==> src/design/ptpc_pkg.sv <==
// ----------------------------------------------------------------------------
// ptpc_pkg
// shared types, constants and the texel packing function of the palette
// to 16-bit texel converter
// ----------------------------------------------------------------------------
package ptpc_pkg;

	// palette geometry
	localparam int PALETTE_ENTRIES = 256;
	localparam int PAL_AW          = (PALETTE_ENTRIES > 1) ? $clog2(PALETTE_ENTRIES) : 1;
	localparam int INDEX_W         = 8;
	localparam int RGB_W           = 24;
	localparam int TEXEL_W         = 16;

	// front to back queue, power of two depth
	localparam int QUEUE_DEPTH = 4;
	localparam int QUEUE_AW    = $clog2(QUEUE_DEPTH);

	// opcodes
	localparam logic OP_LOAD    = 1'b0;
	localparam logic OP_CONVERT = 1'b1;

	// configuration register indexes
	localparam int CFG_IDX_W = 1;
	localparam logic [CFG_IDX_W-1:0] REG_PIXEL_FORMAT = 1'b0;
	localparam logic [CFG_IDX_W-1:0] REG_BACKGROUND   = 1'b1;

	// pixel formats
	localparam int FMT_W = 3;
	localparam logic [FMT_W-1:0] FMT_RGB565   = 3'd0;
	localparam logic [FMT_W-1:0] FMT_BGR565   = 3'd1;
	localparam logic [FMT_W-1:0] FMT_RGB555   = 3'd2;
	localparam logic [FMT_W-1:0] FMT_RGBA5551 = 3'd3;
	localparam logic [FMT_W-1:0] FMT_ARGB1555 = 3'd4;

	// classified word travelling from the front to the back
	typedef struct packed {
		logic              is_load;
		logic [PAL_AW-1:0] addr;
		logic [RGB_W-1:0]  rgb;
		logic              use_bg;   // transparent index in an alpha format
		logic              oob;      // convert index beyond the palette
	} ptpc_item_t;

	function automatic logic is_alpha_fmt(input logic [FMT_W-1:0] fmt);
		return (fmt == FMT_RGBA5551) || (fmt == FMT_ARGB1555);
	endfunction

	function automatic logic [TEXEL_W-1:0] pack_texel(
		input logic [FMT_W-1:0] fmt,
		input logic [RGB_W-1:0] rgb,
		input logic             alpha
	);
		logic [4:0]         r5;
		logic [4:0]         g5;
		logic [5:0]         g6;
		logic [4:0]         b5;
		logic [TEXEL_W-1:0] t;
		r5 = rgb[23:19];
		g6 = rgb[15:10];
		g5 = rgb[15:11];
		b5 = rgb[7:3];
		unique case (fmt)
			FMT_BGR565:   t = {b5, g6, r5};
			FMT_RGB555:   t = {1'b0, r5, g5, b5};
			FMT_RGBA5551: t = {r5, g5, b5, alpha};
			FMT_ARGB1555: t = {alpha, r5, g5, b5};
			default:      t = {r5, g6, b5};
		endcase
		return t;
	endfunction

endpackage

==> src/design/ptpc_front.sv <==
// ----------------------------------------------------------------------------
// ptpc_front
// input stage: accepts words, classifies them and hands them to the queue
// ----------------------------------------------------------------------------
module ptpc_front import ptpc_pkg::*; (
	input  logic                clk,
	input  logic                arst_n,
	input  logic                in_valid,
	output logic                in_stall,
	input  logic                opcode,
	input  logic [INDEX_W-1:0]  entry_index,
	input  logic [7:0]          red_in,
	input  logic [7:0]          green_in,
	input  logic [7:0]          blue_in,
	input  logic [FMT_W-1:0]    fmt,
	output logic                push,
	output ptpc_item_t          item,
	input  logic                q_full
);

	logic       valid_s1;
	ptpc_item_t item_s1;
	ptpc_item_t item_d;
	logic       accept;
	logic       drop;

	// out of range loads vanish here
	always_comb begin
		item_d.is_load = (opcode == OP_LOAD);
		item_d.addr    = entry_index[PAL_AW-1:0];
		item_d.rgb     = {red_in, green_in, blue_in};
		item_d.oob     = ({1'b0, entry_index} >= (INDEX_W+1)'(PALETTE_ENTRIES));
		item_d.use_bg  = (opcode == OP_CONVERT) && is_alpha_fmt(fmt) && (entry_index == '0);
		drop           = item_d.is_load && item_d.oob;
	end

	assign in_stall = valid_s1 && q_full;
	assign accept   = in_valid && !in_stall;
	assign push     = valid_s1 && !q_full;
	assign item     = item_s1;

	always_ff @(posedge clk or negedge arst_n) begin
		if (!arst_n) begin
			valid_s1 <= 1'b0;
		end else if (accept) begin
			valid_s1 <= !drop;
		end else if (push) begin
			valid_s1 <= 1'b0;
		end
	end

	always_ff @(posedge clk) begin
		if (accept) begin
			item_s1 <= item_d;
		end
	end

endmodule

==> config.mk <==
export PLATFORM = sky130hd
export DESIGN_NAME = ptpc_front
export DESIGN_NICKNAME = d
export VERILOG_FILES = /design/src/design/ptpc_pkg.sv /design/src/design/ptpc_front.sv
export SDC_FILE = /design/constraint.sdc
export NUM_CORES = 1
export LEC_CHECK = 0
export BUFFER_PORTS_ARGS = -buffer_cell sky130_fd_sc_hd__buf_2
export CAP_MARGIN = 5
export CORE_UTILIZATION = 40
export CTS_CLUSTER_DIAMETER = 150
export DETAILED_ROUTE_END_ITERATION = 16
export GPL_TIMING_DRIVEN = 0
export PLACE_DENSITY = 0.8
export SYNTH_ARGS = -nofsm -noshare
export SYNTH_HDL_FRONTEND = slang
export SYNTH_SLANG_ARGS = --single-unit
==> constraint.sdc <==
create_clock -name clk -period 3.75 [get_ports clk]
set_clock_uncertainty 0.2 [all_clocks]
set_input_delay 0.375 -clock clk [delete_from_list [all_inputs] [get_ports clk]]
set_output_delay 0.375 -clock clk [all_outputs]
set_load 0.02 [all_outputs]
==> impl_metrics.csv <==
group,metric,value,unit
yosys,synthXorXnorAreaFrac,0,%
clock_tree,clkLatencyLatePin,0.32,ns
clock_tree,cts_tree,"yes",
yosys,synth_top_family_by_area,"simple AND/OR/NAND/NOR gates",
worst_setup_path,required,3.51,ns
power_and_ir_drop,total_power,0.741,mW
drt,drt_iter0_drc,19,
worst_setup_path,path_class,"flip-flop to flip-flop",
worst_setup_path,critPathMaxFanout,34,
worst_setup_path,worstPathArrival,1.61,ns
yosys,ys_ff_latch,35,
yosys,yosys_warnings,0,
power_and_ir_drop,power_switching,0.176,mW
power_and_ir_drop,p_sw_share,23.7,%
timing,slew_violations,0,
drt,first_pass_iters,4,
power_and_ir_drop,ir_worst_vdd,0.000340,V
floorplanning,fp.dieW,55.3,um
timing,worst_slack,1.90,ns
cells_and_area,syn_to_final_growth,57.8,%
yosys,syn_inst,48,
timing,hold_viol_final,0,
floorplanning,die_area,0.00306,mm2
cells_and_area,final_cell_mix,"buf_2 (75), edfxtp_1 (34), dlygate4sd3_1 (19), clkbuf_4 (5)",
timing,finalCritPeriodShare,49.3,%
placed_design,io_buffer_count,75,
timing,finalSetupViolCount,0,
drt,wirelength,2.59,mm
grt,grt_antenna_before_repair,0,
floorplanning,die_h,55.3,um
clock_tree,root_buffer,"clkbuf_4",
yosys,synth_top_area_share,89.8,%
cells_and_area,nets,189,
placed_design,placed_cell_area,0.00156,mm2
worst_setup_path,path_cells,"and2_1, nor2b_4",
clock_tree,cts_made_buffers,5,
cells_and_area,layout_commonest_cell,"buf_2",
cells_and_area,stdcell_count,179,
flow_run,max_cap_viol_count,0,
timing,rsz0062_at_grt,"no",
yosys,yosysSeqAreaShare,92.0,%
cells_and_area,final_cell_area,0.00179,mm2
floorplanning,floorplan.initialDensity,43.9,%
cells_and_area,diodes,0,
clock_tree,post_cts_resized,0,
status,status,"finished clean",
floorplanning,core_area,0.00259,mm2
yosys,synthSimpleGateAreaFrac,5.72,%
timing,max_freq,0.541,GHz
placed_design,pre_cts_slack,1.75,ns
yosys,netlist_area,0.00114,mm2
yosys,synth-compound-area-share,0.990,%
yosys,synth.distinct_cells,14,
grt,grt_remaining_overflow,0,
clock_tree,clockBufferDepth,2,
power_and_ir_drop,p_int,0.566,mW
floorplanning,ios,77,
yosys,yosys.area.top_type,"edfxtp_1",
drt,drcViolationCount,0,
timing,tightest_slew,0.885,ns
placed_design,place_inst,153,
clock_tree,post-cts-setup-buffers,0,
power_and_ir_drop,pwr-share-comb,13.7,%
cells_and_area,drive_above_1_share,57.0,%
min_path,min_path_type,"input port to flip-flop",
yosys,synth_mux_area_share,0,%
clock_tree,cts.clk_slew.worst_paths,0.09,ns
placed_design,gp_congestion,0.744,
placed_design,hpwl,1.57,mm
power_and_ir_drop,power_frac_seq,62.1,%
grt,grtUsageTotal,14.9,%
clock_tree,htree_num_levels,2,
worst_setup_path,start_kind,"flip-flop",
yosys,synth.net_count,88,
grt,grt_pass1_vias,715,
grt,grt_max_degree,35,
power_and_ir_drop,p_clk_share,24.3,%
power_and_ir_drop,powerDensity,413,mW/mm2
power_and_ir_drop,p_leak,0.792,nW
timing,period_minus_slack,1.85,ns
drt,detail-route-antenna-nets,0,
worst_setup_path,cp-end-kind,"flip-flop",
worst_setup_path,cp_slowest_cell,"nor2b_4",
timing,slew_headroom,40.9,%
worst_setup_path,slowest_delay,0.70,ns
yosys,post_synth.cell_area_avg,23.7,um2
drt,wire_per_inst,14.5,um
floorplanning,fp-row-count,18,
clock_tree,cts_sinks,35,
yosys,synthTopCellsByArea,"edfxtp_1 (90%), dfrtp_1 (2.2%), nor4b_2 (1.3%)",
yosys,yosys.area_share.adder,0,%
grt,grt_pass1_wl,3.25,mm
drt,via_count,832,
clock_tree,postCtsHoldBufs,2,
drt,viasPerCell,4.65,
timing,tns,0,ns
## metrics by stage
step           utilization [%]  hold WS, ns
2_1_floorplan                -       -0.121
3_3_place_gp              59.9      -0.0507
3_5_place_dp              60.1      -0.0481
4_1_cts                   62.7    0.0000581
5_1_grt                   69.3     -0.00367
6_report                  69.3       0.0221
## logic make-up (layout without fill, tap and decap cells)
family | Yosys count | after routing
flops | 35 | 35
simple gates | 9 | 9
buf+inv | 2 | 103
other cells | 1 | 1
compound gates | 1 | 1
## worst paths after layout
path / cells past startpoint / endpoint / from / slack, ns
worst max-delay path: 2 / item[27] / valid_s1 / 1.90
worst min-delay path: 1 / item[6] / blue_in[4] / 0.02
worst max register to register: 2 / item[27] / valid_s1 / 1.90
worst min register to register: 2 / valid_s1 / valid_s1 / 0.50
max in group asynchronous: 2 / valid_s1 / arst_n / 3.12
min in group asynchronous: 2 / valid_s1 / arst_n / 0.14
## registers in the layout, indices dropped and copies added, names as in the netlist
| register | cells |
|---|---|
| item | 34 |
| valid_s1 | 1 |
## cell type report
| class | count | area [um2] |
|---|---|---|
| Sequential cell | 35 | 1050 |
| Fill cell | 170 | 796 |
| Timing Repair Buffer | 94 | 566 |
| Multi-Input combinational cell | 11 | 87.6 |
| Clock buffer | 5 | 37.5 |
| Tap cell | 30 | 37.5 |
| Clock inverter | 2 | 8.76 |
| Buffer | 1 | 7.51 |
| Inverter | 1 | 3.75 |
## power by group through the flow
stage / logic, mW / clock network (mW) / registers [mW]
finish: 0.101 / 0.180 / 0.460
global route: 0.108 / 0.201 / 0.462
CTS: 0.0868 / 0.185 / 0.459
detailed placement: 0.0851 / 0 / 0.468
global placement: 0.0820 / 0 / 0.468
floorplan: 0.0144 / 0 / 0.496
## critical path, delay by kind of cell, from the launching register on
kind | cells | cell delay [ns]
DFF | 1 | 0.39
and+or+nand+nor | 2 | 0.88
## Yosys cell counts, drive strengths merged
master	number
conb	1
or2	1
and2	1
and3b	1
nor3	1
nor4b	1
inv	1
o2111a	1
nor2	1
nor2b	2
buf	1
edfxtp	34
nor3b	1
dfrtp	1
## routing by layer
metal / track usage [%] / vias to the layer above / routed length (um)
li1: - / 385 / -
met1: 15.3 / 369 / 863
met2: 23.6 / 63 / 1280
met3: 9.13 / 15 / 319
met4: 7.50 / 0 / 126
met5: 0 / - / 0
(Power assumes the default switching activity.)
