## src/design/ptpc_pkg.sv

```systemverilog
// ----------------------------------------------------------------------------
// ptpc_pkg
// shared types, constants and the texel packing function of the palette
// to 16-bit texel converter
// ----------------------------------------------------------------------------
package ptpc_pkg;

	// palette geometry
	localparam int PALETTE_ENTRIES = 256;
	localparam int PAL_AW          = (PALETTE_ENTRIES > 1) ? $clog2(PALETTE_ENTRIES) : 1;
	localparam int INDEX_W         = 8;
	localparam int RGB_W           = 24;
	localparam int TEXEL_W         = 16;

	// front to back queue, power of two depth
	localparam int QUEUE_DEPTH = 4;
	localparam int QUEUE_AW    = $clog2(QUEUE_DEPTH);

	// opcodes
	localparam logic OP_LOAD    = 1'b0;
	localparam logic OP_CONVERT = 1'b1;

	// configuration register indexes
	localparam int CFG_IDX_W = 1;
	localparam logic [CFG_IDX_W-1:0] REG_PIXEL_FORMAT = 1'b0;
	localparam logic [CFG_IDX_W-1:0] REG_BACKGROUND   = 1'b1;

	// pixel formats
	localparam int FMT_W = 3;
	localparam logic [FMT_W-1:0] FMT_RGB565   = 3'd0;
	localparam logic [FMT_W-1:0] FMT_BGR565   = 3'd1;
	localparam logic [FMT_W-1:0] FMT_RGB555   = 3'd2;
	localparam logic [FMT_W-1:0] FMT_RGBA5551 = 3'd3;
	localparam logic [FMT_W-1:0] FMT_ARGB1555 = 3'd4;

	// classified word travelling from the front to the back
	typedef struct packed {
		logic              is_load;
		logic [PAL_AW-1:0] addr;
		logic [RGB_W-1:0]  rgb;
		logic              use_bg;   // transparent index in an alpha format
		logic              oob;      // convert index beyond the palette
	} ptpc_item_t;

	function automatic logic is_alpha_fmt(input logic [FMT_W-1:0] fmt);
		return (fmt == FMT_RGBA5551) || (fmt == FMT_ARGB1555);
	endfunction

	function automatic logic [TEXEL_W-1:0] pack_texel(
		input logic [FMT_W-1:0] fmt,
		input logic [RGB_W-1:0] rgb,
		input logic             alpha
	);
		logic [4:0]         r5;
		logic [4:0]         g5;
		logic [5:0]         g6;
		logic [4:0]         b5;
		logic [TEXEL_W-1:0] t;
		r5 = rgb[23:19];
		g6 = rgb[15:10];
		g5 = rgb[15:11];
		b5 = rgb[7:3];
		unique case (fmt)
			FMT_BGR565:   t = {b5, g6, r5};
			FMT_RGB555:   t = {1'b0, r5, g5, b5};
			FMT_RGBA5551: t = {r5, g5, b5, alpha};
			FMT_ARGB1555: t = {alpha, r5, g5, b5};
			default:      t = {r5, g6, b5};
		endcase
		return t;
	endfunction

endpackage

```

## src/design/ptpc_queue.sv

```systemverilog
// ----------------------------------------------------------------------------
// ptpc_queue
// short fifo of classified words between front and back
// ----------------------------------------------------------------------------
module ptpc_queue import ptpc_pkg::*; (
	input  logic       clk,
	input  logic       arst_n,
	input  logic       push,
	input  ptpc_item_t push_item,
	output logic       full,
	input  logic       pop,
	output logic       not_empty,
	output ptpc_item_t head
);

	ptpc_item_t          entry_q [QUEUE_DEPTH];
	logic [QUEUE_AW-1:0] wr_ptr_q;
	logic [QUEUE_AW-1:0] rd_ptr_q;
	logic [QUEUE_AW:0]   count_q;

	assign full      = (count_q == (QUEUE_AW+1)'(QUEUE_DEPTH));
	assign not_empty = (count_q != '0);
	assign head      = entry_q[rd_ptr_q];

	always_ff @(posedge clk or negedge arst_n) begin
		if (!arst_n) begin
			wr_ptr_q <= '0;
			rd_ptr_q <= '0;
			count_q  <= '0;
		end else begin
			if (push) begin
				wr_ptr_q <= wr_ptr_q + 1'b1;
			end
			if (pop) begin
				rd_ptr_q <= rd_ptr_q + 1'b1;
			end
			unique case ({push, pop})
				2'b10:   count_q <= count_q + 1'b1;
				2'b01:   count_q <= count_q - 1'b1;
				default: count_q <= count_q;
			endcase
		end
	end

	always_ff @(posedge clk) begin
		if (push) begin
			entry_q[wr_ptr_q] <= push_item;
		end
	end

endmodule

```

## config.mk

```make
export PLATFORM = sky130hd
export DESIGN_NAME = ptpc_queue
export DESIGN_NICKNAME = d
export VERILOG_FILES = /design/src/design/ptpc_pkg.sv /design/src/design/ptpc_queue.sv
export SDC_FILE = /design/constraint.sdc
export NUM_CORES = 1
export LEC_CHECK = 0
export BUFFER_PORTS_ARGS = -buffer_cell sky130_fd_sc_hd__buf_2
export CORE_ASPECT_RATIO = 1.4
export CORE_MARGIN = 2
export CORE_UTILIZATION = 60
export CTS_CLUSTER_DIAMETER = 50
export CTS_CLUSTER_SIZE = 12
export DETAILED_ROUTE_END_ITERATION = 10
export PLACE_DENSITY = 0.81
export SYNTH_ARGS = -nofsm -noshare
export SYNTH_HDL_FRONTEND = slang
export SYNTH_SLANG_ARGS = --single-unit
export TNS_END_PERCENT = 30
```

## constraint.sdc

```tcl
create_clock -name clk -period 3.2 [get_ports clk]
set_input_delay 0.8 -clock clk [delete_from_list [all_inputs] [get_ports clk]]
set_output_delay 0.8 -clock clk [all_outputs]
set_load 0.02 [all_outputs]
```

==> results of run 1 <==
[registers in the layout, summed over array words and instances, names as in the netlist]
signal / cells
entry_q: 140
count_q: 3
rd_ptr_q: 2
wr_ptr_q: 2
[cell usage in the layout, fill, tap and decap left out, types with 2 or more instances in the layout]
cell type,count
buf_2,75
mux4_1,7
dfrtp_1,5
xor2_1,3
and2_2,4
nand2_1,2
clkbuf_1,2
clkinv_2,4
dfrtp_2,2
ha_1,5
xnor2_1,3
clkinv_1,2
mux4_2,28
clkbuf_16,17
clkinvlp_4,3
inv_1,3
buf_12,2
buf_4,7
edfxtp_1,140
bufinv_16,3
[critical path: stages (launching register included)]
cell and delay, ns:
dfrtp_2 0.68, buf_12 0.28, mux4_2 0.54, buf_2 0.18
[cell usage after synthesis]
master,count,area (µm²)
xnor2_1,3,26.3
dfrtp_1,7,175
or3_1,1,6.26
ha_1,5,62.6
buf_12,3,60.1
buf_6,1,11.3
mux4_1,7,184
xor2_1,3,26.3
fa_1,1,20.0
buf_2,4,20.0
nor3b_1,1,7.51
nand2_1,2,7.51
edfxtp_1,140,4200
inv_1,3,11.3
o21ai_0,1,5.00
mux4_2,28,631
mux2_2,1,11.3
nor2_1,1,3.75
and2_1,4,25.0
[layout make-up]
type,instances,area (µm²),area share
clock buffer,19,433,0.0657
multi-input combinational,58,1020,0.155
sequential,147,4380,0.665
clock inverter,12,140,0.0213
timing repair buffer,84,468,0.0710
inverter,3,11.3,0.00171
tap,107,134,0.0203
[path summary, 6_finish.rpt]
path,end,from,slack (ns),cells after the start
worst max-delay path,head[24],rd_ptr_q[0]$_DFFE_PN0P_,0.31,3
worst min-delay path,wr_ptr_q[1]$_DFFE_PN0P_,arst_n,0.22,1
worst max register to register,entry_q[0][10]$_DFFE_PP_,wr_ptr_q[0]$_DFFE_PN0P_,1.38,4
worst min register to register,count_q[2]$_DFFE_PN0P_,count_q[2]$_DFFE_PN0P_,0.49,1
max in group asynchronous,rd_ptr_q[0]$_DFFE_PN0P_,arst_n,2.80,1
min in group clk,count_q[2]$_DFFE_PN0P_,count_q[2]$_DFFE_PN0P_,0.49,1
[kinds of logic after synthesis]
group | after synthesis | synth area share
and+or+nand+nor | 9 | 0.00910
muxes | 36 | 0.150
adders and majority gates | 6 | 0.0150
xor gates and xnor gates | 6 | 0.00956
DFF | 147 | 0.797
AOI/OAI and AO/OA | 1 | 0.000909
buffers and inverters | 11 | 0.0187
[per-stage QoR]
| step | hold slack [ns] | std cells | utilization | power, mW |
|---|---|---|---|---|
| floorplan | 0.447 | 216 | - | 4.07 |
| global placement | 0.483 | 399 | 0.670 | 4.56 |
| detailed placement | 0.484 | 399 | 0.670 | 4.62 |
| CTS | 0.207 | 430 | 0.734 | 6.54 |
| global route | 0.207 | 430 | 0.734 | 6.73 |
| finish | 0.218 | 430 | 0.734 | 6.45 |
[power groups by stage]
stage | combinational [mW] | sequential (mW) | clock, mW
finish | 1.80 | 2.74 | 1.91
global route | 1.93 | 2.79 | 2.01
CTS | 1.84 | 2.75 | 1.94
detailed placement | 1.83 | 2.79 | 0
global placement | 1.81 | 2.76 | 0
floorplan | 1.43 | 2.64 | 0
[routing by layer]
| layer | up-vias | GRT usage | share of wire |
|---|---|---|---|
| li1 | 1106 | - | - |
| met1 | 1291 | 0.229 | 0.38 |
| met2 | 72 | 0.338 | 0.55 |
| met3 | 16 | 0.0645 | 0.049 |
| met4 | 0 | 0.0984 | 0.018 |
| met5 | - | 0 | 0 |
==> flow_summary_export.csv, run 1 <==
group,metric,value,unit
placement,routabilityCongestion,0.733,
placement,io_buffers,75,
clock_tree,post_cts_buffers,0,
sta,tightest_slew,0.619,ns
finish,diodes,0,
grt,grt_usage,0.198,
worst_setup_path,worst-setup-path-type,"reg -> out",
sta,rsz0062_at_grt,"no",
clock_tree,cts_resized,0,
finish,nNetsFinal,356,
power_and_ir_drop,p_comb_frac,0.279,
finish,nFillCells,494,
clock_tree,clk_pin_slew,0.06,ns
sta,tns,0,ns
power_and_ir_drop,p_leak,2.35,nW
hold_path,hp-class,"in -> async",
clock_tree,cts_tree,"done",
route,drc,0,
sta,setup_viol,0,
worst_setup_path,worst_setup_path_start_kind,"register",
power_and_ir_drop,power_switching,1.92,mW
sta,max_freq,346,MHz
grt,overflow,0,
logic_synthesis,yosys_warnings,0,
placement,pre_cts_ws,0.697,ns
placement,dpl_cell_area,6020,µm²
logic_synthesis,yosys.cell_types.count,19,
logic_synthesis,synth_nets,261,
logic_synthesis,syn_inst,216,
grt,grt_pass1_vias,2559,
floorplan,fp.dieH,117,µm
route,drt-total-wl,9280,µm
sta,slew_violations,0,
run,cap_viol_max_count,0,
logic_synthesis,avgSynthCellArea,25.5,µm²
clock_tree,cts_hold_buffers,0,
finish,area_delta_synth_final,19.8,%
clock_tree,numCtsBuffers,17,
clock_tree,cts_root_buf,"clkbuf_16",
route,dr.pass1.iters,4,
grt,grt_pass1_wl,13900,µm
logic_synthesis,syn-cell-area,5500,µm²
route,avgViaCountPerCell,5.78,
floorplan,die_x,84.9,µm
power_and_ir_drop,p_clk_frac,0.296,
worst_setup_path,crit_required,2.40,ns
sta,slew_headroom,0.588,
finish,drive_gt1_frac,0.452,
clock_tree,clock_path_buffers,2,
logic_synthesis,synth-seq-area-share,0.797,
clock_tree,htree_levels,4,
grt,antenna_found_initial,0,
power_and_ir_drop,seqPwrFrac,0.425,
worst_setup_path,worstPathArrival,2.09,ns
sta,hold_viol,0,
grt,grt_max_degree,25,
sta,finalWorstSetupSlack,0.311,ns
power_and_ir_drop,p_per_area,979,nW/µm²
logic_synthesis,synth_seq_cells,147,
route,vias,2485,
route,routedWlPerCell,21.6,µm
worst_setup_path,critPathMaxFanout,23,
clock_tree,clock-sinks,147,
route,ant_nets,0,
floorplan,ios,76,
worst_setup_path,critPathCaptureType,"output port",
status,status,"finished, final reports clean",
power_and_ir_drop,switching_share,0.297,
floorplan,coreArea,8980,µm²
floorplan,start_util,0.612,
sta,fin_crit_sh,0.903,
floorplan,row_count,41,
power_and_ir_drop,internal_power,4.54,mW
power_and_ir_drop,ir_worst_vdd,630,µV
route,drt_iter0_markers,181,
sta,finClkSkew,0.00717,ns
finish,fin_area,6590,µm²
floorplan,die-area,9960,µm²
sta,fin_crit,2.89,ns
clock_tree,clk-insertion-delay-late,0.41,ns
No activity file was read; power rests on OpenSTA's default activity.
==> inputs of run 2 (changes only) <==
Settings changed: CTS_BUF_LIST set to sky130_fd_sc_hd__clkbuf_8.
==> flow_summary_export.csv, run 2 (synthesis results as in run 1) <==
group,metric,value,unit
route,vias,2483,
floorplan,fp.dieH,117,µm
floorplan,coreArea,8980,µm²
power_and_ir_drop,p_leak,2.27,nW
route,ant_nets,0,
route,drt-total-wl,8950,µm
grt,grt_pass1_vias,2598,
sta,finClkSkew,0.00724,ns
run,cap_viol_max_count,0,
grt,grt_max_degree,25,
floorplan,row_count,41,
worst_setup_path,crit_chain,"buf_12 -> mux4_2 -> buf_2",
route,routedWlPerCell,20.8,µm
sta,rsz0062_at_grt,"no",
finish,reg_top3,"entry_q x140, count_q x3",
worst_setup_path,cp_top_family,"flip-flops",
route,avgViaCountPerCell,5.77,
placement,routabilityCongestion,0.733,
hold_path,hp-class,"in -> async",
sta,max_freq,342,MHz
sta,hold_viol,0,
finish,layout_common_cells,"140 x edfxtp_1, 75 x buf_2, 28 x mux4_2",
finish,stdcell_count,430,
worst_setup_path,slowest_stage,"dfrtp_2",
floorplan,ios,76,
worst_setup_path,r2r-start,"wr_ptr_q[0]$_DFFE_PN0P_",
worst_setup_path,r2r_cells,4,
grt,antenna_found_initial,1,
sta,fin_crit_sh,0.914,
clock_tree,clock-sinks,147,
worst_setup_path,worstPathArrival,2.12,ns
sta,tightest_slew,0.618,ns
finish,diodes,0,
route,drt_iter0_markers,264,
clock_tree,post_cts_buffers,0,
power_and_ir_drop,p_total,5.91,mW
clock_tree,cts_hold_buffers,0,
grt,grt_usage,0.192,
worst_setup_path,crit_buf_inv,2,
worst_setup_path,critPathCaptureType,"output port",
floorplan,die-area,9960,µm²
sta,slew_headroom,0.588,
worst_setup_path,critPathMaxFanout,23,
placement,dpl.cell_count,399,
finish,nNetsFinal,356,
sta,setup_viol,0,
placement,dpl_cell_area,6020,µm²
worst_setup_path,r2r-end,"entry_q[2][4]$_DFFE_PP_",
clock_tree,cts_resized,0,
worst_setup_path,crit_cells,3,
finish,fin_area,6400,µm²
power_and_ir_drop,p_per_area,923,nW/µm²
floorplan,start_util,0.612,
clock_tree,clk_pin_slew,0.07,ns
grt,overflow,0,
placement,io_buffers,75,
sta,slew_violations,0,
sta,tns,0,ns
status,status,"finished, final reports clean",
finish,area_delta_synth_final,16.4,%
power_and_ir_drop,seqPwrFrac,0.463,
floorplan,die_x,84.9,µm
sta,whs,0.203,ns
finish,largest_register_ffs,140,
worst_setup_path,worst-setup-path-type,"reg -> out",
power_and_ir_drop,p_comb_frac,0.305,
finish,drive_gt1_frac,0.452,
finish,regMostFlops,"entry_q",
clock_tree,numCtsBuffers,17,
sta,fin_crit,2.92,ns
clock_tree,clock_path_buffers,2,
route,dr.pass1.iters,4,
finish,final_common_cell,"edfxtp_1",
power_and_ir_drop,switching_share,0.310,
power_and_ir_drop,internal_power,4.07,mW
worst_setup_path,rrSetupSlack,1.37,ns
worst_setup_path,worst_setup_path_start_kind,"register",
worst_setup_path,crit_required,2.40,ns
power_and_ir_drop,power_switching,1.83,mW
worst_setup_path,max_stage_delay,0.68,ns
worst_setup_path,cp-endpoint,"head[24]",
clock_tree,htree_levels,4,
power_and_ir_drop,p_clk_frac,0.232,
clock_tree,clk-insertion-delay-late,0.43,ns
clock_tree,cts_tree,"done",
power_and_ir_drop,ir_worst_vdd,559,µV
route,drc,0,
worst_setup_path,worstSetupStartpoint,"rd_ptr_q[0]$_DFFE_PN0P_",
grt,grt_pass1_wl,13600,µm
clock_tree,cts_root_buf,"clkbuf_8",
-- run 2: worst min path at each step --
stage	slack, ns	start	cells past startpoint	endpoint
after detailed placement	0.48	count_q[2]$_DFFE_PN0P_	1	count_q[2]$_DFFE_PN0P_
after CTS	0.18	arst_n	1	wr_ptr_q[1]$_DFFE_PN0P_
after floorplan	0.45	count_q[2]$_DFFE_PN0P_	1	count_q[2]$_DFFE_PN0P_
after global routing	0.17	arst_n	1	count_q[0]$_DFFE_PN0P_
final	0.20	arst_n	1	wr_ptr_q[1]$_DFFE_PN0P_
after global placement	0.48	count_q[2]$_DFFE_PN0P_	1	count_q[2]$_DFFE_PN0P_
-- run 2: worst register-to-register path, delay by kind of cell, from the launching register on --
kind,cells,cell delay (ns)
fa+ha+maj,1,0.16
flops,1,0.43
simple gates,1,0.36
buf+inv,2,0.53
-- run 2: layout make-up --
| cell class | count | area, µm² |
|---|---|---|
| Clock buffer | 17 | 234 |
| Tap cell | 107 | 134 |
| Inverter | 3 | 11.3 |
| Fill cell | 517 | 2580 |
| Clock inverter | 14 | 148 |
| Timing Repair Buffer | 84 | 468 |
| Sequential cell | 147 | 4380 |
| Multi-Input combinational cell | 58 | 1020 |
-- run 2: layer usage --
metal  GRT usage  vias to the layer above  part of all wire
li1            -                     1103                 -
met1       0.209                     1305              0.37
met2       0.342                       63              0.57
met3      0.0666                       10             0.047
met4      0.0847                        2             0.012
met5           0                        -            0.0015
-- run 2: power groups by stage --
stage               registers (mW)  clock network, mW  logic (mW)
detailed placement            2.79                  0        1.83
global placement              2.76                  0        1.81
finish                        2.73               1.37        1.80
CTS                           2.74               1.40        1.84
global route                  2.78               1.48        1.92
floorplan                     2.64                  0        1.43
-- run 2: metrics by stage --
step	setup slack, ns	util
2_1_floorplan	1.14	-
3_3_place_gp	0.696	0.670
3_5_place_dp	0.697	0.670
4_1_cts	0.212	0.713
5_1_grt	0.148	0.713
6_report	0.275	0.713
